$ cat src/design/ikc_pkg.sv
// ----------------------------------------------------------------------------
// ikc_pkg
// Shared constants and types for the interleaved k-mer comparator.
// ----------------------------------------------------------------------------
package ikc_pkg;

  localparam int NUCL_LIMIT = 32;
  localparam int NUCL_W     = 2;
  localparam int SEQ_W      = NUCL_LIMIT * NUCL_W;
  localparam int IDX_W      = $clog2(NUCL_LIMIT);
  localparam int CNT_W      = 6;
  localparam int ORDER_W    = 2;

  localparam logic [CNT_W-1:0] CNT_RESET = CNT_W'(21);
  localparam logic [CNT_W-1:0] CNT_MAX   = CNT_W'(NUCL_LIMIT);

  typedef logic [SEQ_W-1:0]   seq_t;
  typedef logic [CNT_W-1:0]   cnt_t;
  typedef logic [ORDER_W-1:0] order_t;

  // Order codes, two's complement.
  localparam order_t ORD_EQ = 2'b00;
  localparam order_t ORD_GT = 2'b01;
  localparam order_t ORD_LT = 2'b11;

endpackage

$ cat src/design/ikc_cmp.sv
// ----------------------------------------------------------------------------
// ikc_cmp
// Single-pass comparison logic: nearest differing nucleotide around the split.
// ----------------------------------------------------------------------------
module ikc_cmp (
  input  ikc_pkg::seq_t   seq_a_i,
  input  ikc_pkg::seq_t   seq_b_i,
  input  ikc_pkg::cnt_t   split_pos_i,
  input  ikc_pkg::cnt_t   nucl_cnt_i,
  output ikc_pkg::order_t order_o
);
  import ikc_pkg::*;

  cnt_t                  n_eff;
  cnt_t                  p_eff;
  cnt_t                  s_pt;
  logic [NUCL_LIMIT-1:0] diff;
  logic [NUCL_LIMIT-1:0] less;
  logic [NUCL_LIMIT-1:0] up_vec;
  logic [NUCL_LIMIT-1:0] lo_vec;
  logic [IDX_W-1:0]      up_idx;
  logic [IDX_W-1:0]      lo_idx;
  logic [IDX_W-1:0]      pos;
  logic                  up_hit;
  logic                  lo_hit;
  cnt_t                  up_dist;
  cnt_t                  lo_dist;
  logic                  take_up;

  // Pair index i counts from the LSB; the split sits between s_pt-1 and s_pt.
  assign n_eff = (nucl_cnt_i > CNT_MAX) ? CNT_MAX : nucl_cnt_i;
  assign p_eff = (split_pos_i > n_eff) ? n_eff : split_pos_i;
  assign s_pt  = n_eff - p_eff;

  always_comb begin
    for (int i = 0; i < NUCL_LIMIT; i++) begin
      diff[i]   = (seq_a_i[NUCL_W*i +: NUCL_W] != seq_b_i[NUCL_W*i +: NUCL_W]) &&
                  (CNT_W'(i) < n_eff);
      less[i]   = seq_a_i[NUCL_W*i +: NUCL_W] < seq_b_i[NUCL_W*i +: NUCL_W];
      up_vec[i] = diff[i] && (CNT_W'(i) >= s_pt);
      lo_vec[i] = diff[i] && (CNT_W'(i) < s_pt);
    end
  end

  // Lowest set bit of the prefix side, highest of the suffix side.
  always_comb begin
    up_idx = '0;
    lo_idx = '0;
    for (int i = NUCL_LIMIT - 1; i >= 0; i--) begin
      if (up_vec[i]) begin
        up_idx = IDX_W'(i);
      end
    end
    for (int i = 0; i < NUCL_LIMIT; i++) begin
      if (lo_vec[i]) begin
        lo_idx = IDX_W'(i);
      end
    end
  end

  assign up_hit  = |up_vec;
  assign lo_hit  = |lo_vec;
  assign up_dist = {1'b0, up_idx} - s_pt;
  assign lo_dist = s_pt - CNT_W'(1) - {1'b0, lo_idx};
  // Tie goes to the suffix side.
  assign take_up = up_hit && (!lo_hit || (up_dist < lo_dist));
  assign pos     = take_up ? up_idx : lo_idx;

  always_comb begin
    if (!up_hit && !lo_hit) begin
      order_o = ORD_EQ;
    end else if (less[pos]) begin
      order_o = ORD_LT;
    end else begin
      order_o = ORD_GT;
    end
  end

endmodule

$ cat src/design/interleaved_kmer_compare.sv
// ----------------------------------------------------------------------------
// interleaved_kmer_compare
// The input registers hold the accepted item; the result register holds the order.
// Throughput one item per cycle while the result side does not stall; the comparison is one pass of logic.
// Reset clears both stage valids and loads nucleotide_count with 21.
// A result-side stall holds the input off once both stages are full.
// ----------------------------------------------------------------------------
module interleaved_kmer_compare (
  input  logic         clk_i,
  input  logic         rst_ni,
  input  logic         cfg_we_i,
  input  ikc_pkg::cnt_t cfg_wdata_i,      // nucleotide_count
  input  logic         s_axis_tvalid_i,
  output logic         s_axis_tready_o,
  input  logic [135:0] s_axis_tdata_i,    // seq_a[63:0], seq_b[127:64], split_pos[133:128]
  output logic         m_axis_tvalid_o,
  input  logic         m_axis_tready_i,
  output logic [7:0]   m_axis_tdata_o     // order[1:0]
);
  import ikc_pkg::*;

  cnt_t   cnt_q;
  logic   in_vld_q;
  seq_t   seq_a_q;
  seq_t   seq_b_q;
  cnt_t   split_q;
  logic   out_vld_q;
  order_t order_q;
  order_t order_d;
  logic   out_adv;
  logic   in_adv;

  assign out_adv         = !out_vld_q || m_axis_tready_i;
  assign in_adv          = !in_vld_q || out_adv;
  assign s_axis_tready_o = in_adv;

  always_ff @(posedge clk_i or negedge rst_ni) begin
    if (!rst_ni) begin
      cnt_q <= CNT_RESET;
    end else if (cfg_we_i) begin
      cnt_q <= cfg_wdata_i;
    end
  end

  always_ff @(posedge clk_i or negedge rst_ni) begin
    if (!rst_ni) begin
      in_vld_q  <= 1'b0;
      out_vld_q <= 1'b0;
    end else begin
      if (in_adv) begin
        in_vld_q <= s_axis_tvalid_i;
      end
      if (out_adv) begin
        out_vld_q <= in_vld_q;
      end
    end
  end

  always_ff @(posedge clk_i) begin
    if (in_adv && s_axis_tvalid_i) begin
      seq_a_q <= s_axis_tdata_i[SEQ_W-1:0];
      seq_b_q <= s_axis_tdata_i[2*SEQ_W-1:SEQ_W];
      split_q <= s_axis_tdata_i[2*SEQ_W+CNT_W-1:2*SEQ_W];
    end
    if (out_adv && in_vld_q) begin
      order_q <= order_d;
    end
  end

  ikc_cmp u_cmp (
    .seq_a_i     (seq_a_q),
    .seq_b_i     (seq_b_q),
    .split_pos_i (split_q),
    .nucl_cnt_i  (cnt_q),
    .order_o     (order_d)
  );

  assign m_axis_tvalid_o = out_vld_q;
  assign m_axis_tdata_o  = {6'b0, order_q};

endmodule

$ cat config.mk
export PLATFORM = sky130hd
export DESIGN_NAME = interleaved_kmer_compare
export DESIGN_NICKNAME = d
export VERILOG_FILES = /design/src/design/ikc_pkg.sv /design/src/design/ikc_cmp.sv /design/src/design/interleaved_kmer_compare.sv
export SDC_FILE = /design/constraint.sdc
export NUM_CORES = 1
export LEC_CHECK = 0
export BUFFER_PORTS_ARGS = -buffer_cell sky130_fd_sc_hd__buf_2
export CAP_MARGIN = 10
export CORE_MARGIN = 2
export CORE_UTILIZATION = 42
export DETAILED_ROUTE_END_ITERATION = 6
export PLACE_DENSITY_LB_ADDON = 0.12
export RECOVER_POWER = 50
export SYNTH_ARGS = -nofsm -noshare
export SYNTH_HDL_FRONTEND = slang
export SYNTH_SLANG_ARGS = --single-unit
$ cat constraint.sdc
create_clock -name clk_i -period 13.7 [get_ports clk_i]
set_clock_uncertainty 0.1 [all_clocks]
set_input_delay 0.685 -clock clk_i [delete_from_list [all_inputs] [get_ports clk_i]]
set_output_delay 0.685 -clock clk_i [all_outputs]
set_load 0.02 [all_outputs]
==> results.txt <==
Status -> complete, no violations
R2r startpoint -> cnt_q[5]
TritonCTS clock tree -> done
Placeable core area -> 0.0234 mm^2
Synth cell types -> 98
Min-delay src -> s_axis_tdata_i[129]
Final hold violation count -> 0
Clock Sinks -> 144
Fmax -> 90.0 MHz
Power density over the cells -> 279 mW/mm^2
# diodes -> 0
Max IR drop VDD -> 0.000206 V
Final antenna-violating net count -> 0
Post-synthesis sequential area ratio -> 0.430
Die width -> 158 um
Clock-pin slew on the worst setup and hold paths -> 0.07 ns
Finished Cell Area -> 0.0116 mm^2
CP required -> 13.90 ns
Die H -> 158 um
Pins Over Slew Limit -> 0
CP max stage delay -> 0.87 ns
Hold crit path type -> input pin to flip-flop
Die Area -> 0.0250 mm^2
All-Layer GR Usage -> 0.247
Root buf cell -> clkbuf_16
Gr ovfl total -> 0
Tcrit/Tclk final -> 0.811
RSZ-0062 raised after global routing -> no
Filler cell count -> 2213
Multi-input gate area -> 0.00510 mm^2
First-pass GRT wire length -> 45700 um
Setup Crit Path Kind -> flip-flop to flip-flop
Routed wire per std cell -> 21.1 um
Nets -> 1351
Worst-Skew Late Latency -> 0.43 ns
Ys async rst share -> 0.0556
LEAKAGE -> 4.94 nW
Clock tree buffer depth -> 2
Largest net degree at the start of global routing -> 75
Setup TNS -> 0 ns
Num CTS Buffers -> 17
Syn_area_per_cell -> 10.4 um^2
Mapped Cells -> 963
Slowest CP cell -> o41ai_4
Fraction of layout cells with a size suffix above 1 -> 0.213
Site row count -> 56
FF+latch area -> 0.00429 mm^2
Crit Path Max Fanout -> 29
Port Buffers -> 148
Leading cell type in the layout, fill and taps excluded -> buf_2
WHS -> 0.321 ns
CP Capture Type -> flip-flop
Final min period -> 11.11 ns
Vias -> 8287
TritonRoute pass-1 iters -> 7
EDFF count, synth -> 136
Max_slew headroom -> 0.375
Initial DRC Count -> 517
Final WL -> 30500 um
I/O pin count -> 157
Worst slew pin tran -> 0.938 ns
Commonest non-fill, non-tap cells in the layout -> buf_2 (145), edfxtp_1 (136), inv_1 (110)
Seq cells post-synth -> 144
Initial antenna violation count -> 0
Final GP Congestion -> 0.980
YS warnings -> 0
Vias in the first global route -> 7850
Cell area after synthesis -> 0.00998 mm^2
Area growth from synthesis to layout -> 16.5%
Detailed Place HPWL -> 23600 um
Predominant post-synthesis flop cell -> edfxtp_1
Tot Pwr -> 3.25 mW
Max-cap check violation count -> 0
Setup crit start -> cnt_q[5]
Placed inst area -> 0.0110 mm^2
Initial core utilization -> 0.426
Vias per cell -> 5.74
Setup crit start kind -> flip-flop
H-tree depth -> 4
Number of setup violations in the final report -> 0
DRC viols -> 0
Post_cts resized -> 0
Crit path DAT -> 11.30 ns
cells in the mapped netlist, drive strengths merged, types with 7 or more instances:
| cell type | n | area, um^2 |
|---|---|---|
| a221oi | 11 | 103 |
| buf | 22 | 145 |
| a22o | 7 | 61.3 |
| nor3 | 17 | 111 |
| nor2 | 52 | 216 |
| a21oi | 67 | 343 |
| a22oi | 12 | 90.1 |
| nand2b | 10 | 62.6 |
| a211oi | 12 | 95.1 |
| a31oi | 16 | 100 |
| nand2 | 69 | 267 |
| inv | 111 | 417 |
| nor2b | 17 | 106 |
| edfxtp | 136 | 4080 |
| a211o | 8 | 70.1 |
| o41ai | 8 | 141 |
| ha | 90 | 1130 |
| xnor2 | 8 | 77.6 |
| nand3 | 13 | 70.1 |
| mux2 | 7 | 78.8 |
| and2 | 9 | 56.3 |
| clkbuf | 16 | 60.1 |
| nand4 | 8 | 56.3 |
| o21a | 7 | 52.6 |
| mux2i | 14 | 144 |
| o2111ai | 7 | 61.3 |
| o31ai | 8 | 60.1 |
| a21o | 21 | 158 |
| a2111oi | 7 | 80.1 |
| o211ai | 12 | 90.1 |
| o21ai | 58 | 302 |
worst paths after layout:
kind	endpoint	slack [ns]	depth (start not counted)
hold reg to reg	m_axis_tvalid_o	0.38	1
setup / recovery	order_q[1]	2.59	38
hold / removal	split_q[1]	0.32	1
max in group asynchronous	cnt_q[0]	12.50	2
min in group asynchronous	cnt_q[3]	0.63	2
setup reg to reg	order_q[1]	2.59	38
per-layer routing:
layer / track usage / share of wire / up-vias / routed length [um]
li1: - / - / 3956 / -
met1: 0.345 / 0.44 / 3922 / 13600
met2: 0.383 / 0.45 / 351 / 13800
met3: 0.0413 / 0.068 / 58 / 2080
met4: 0.0974 / 0.035 / 0 / 1050
met5: 0 / 0 / - / 0
power breakdown:
| group | total [mW] | switching [mW] | internal (mW) |
|---|---|---|---|
| Clock | 0.470 | 0.213 | 0.257 |
| Combinational | 2.24 | 1.41 | 0.826 |
| Sequential | 0.541 | 0.0169 | 0.525 |
| Total | 3.25 | 1.64 | 1.61 |
sequential cells by signal, summed over array words and instances, names as in the netlist:
signal           count
cnt_q                6
in_vld_q             1
m_axis_tvalid_o      1
order_q              2
seq_a_q             64
seq_b_q             64
split_q              6
stage by stage:
step / setup WS [ns] / cells / util
finish: 2.59 / 1443 / 0.497
global route: 1.84 / 1443 / 0.497
CTS: 2.66 / 1443 / 0.497
detailed placement: 2.74 / 1410 / 0.472
global placement: 2.73 / 1410 / 0.472
floorplan: 5.25 / 968 / -
final cells by class:
cell class,count,share of cell area
Clock buffer,17,0.0366
Clock inverter,15,0.0132
Inverter,111,0.0358
Multi-Input combinational cell,675,0.439
Sequential cell,144,0.369
Tap cell,319,0.0343
Timing Repair Buffer,162,0.0726
cell families after synthesis:
logic type,share of synthesized area
other,0.000376
DFF,0.430
buffers and inverters,0.0623
AOI/OAI and AO/OA,0.236
muxes,0.0223
and+or+nand+nor,0.118
adders and majority gates,0.119
xor gates and xnor gates,0.0122
timing repair:
| action | CTS | global route |
|---|---|---|
| hold endpoints to repair | 4 | 0 |
| hold buffers | 1 | 0 |
| setup buffers | 0 | 0 |
worst max-delay path, delay by kind of cell, from the launching register on:
kind / cells / cell delay (ns)
AOI/OAI and AO/OA: 17 / 4.63
adders and majority gates: 6 / 1.84
buffers and inverters: 5 / 1.31
and+or+nand+nor: 7 / 1.10
muxes: 2 / 1.08
DFF: 1 / 0.80
xor gates and xnor gates: 1 / 0.08
Power figures use the tool's default switching activity.
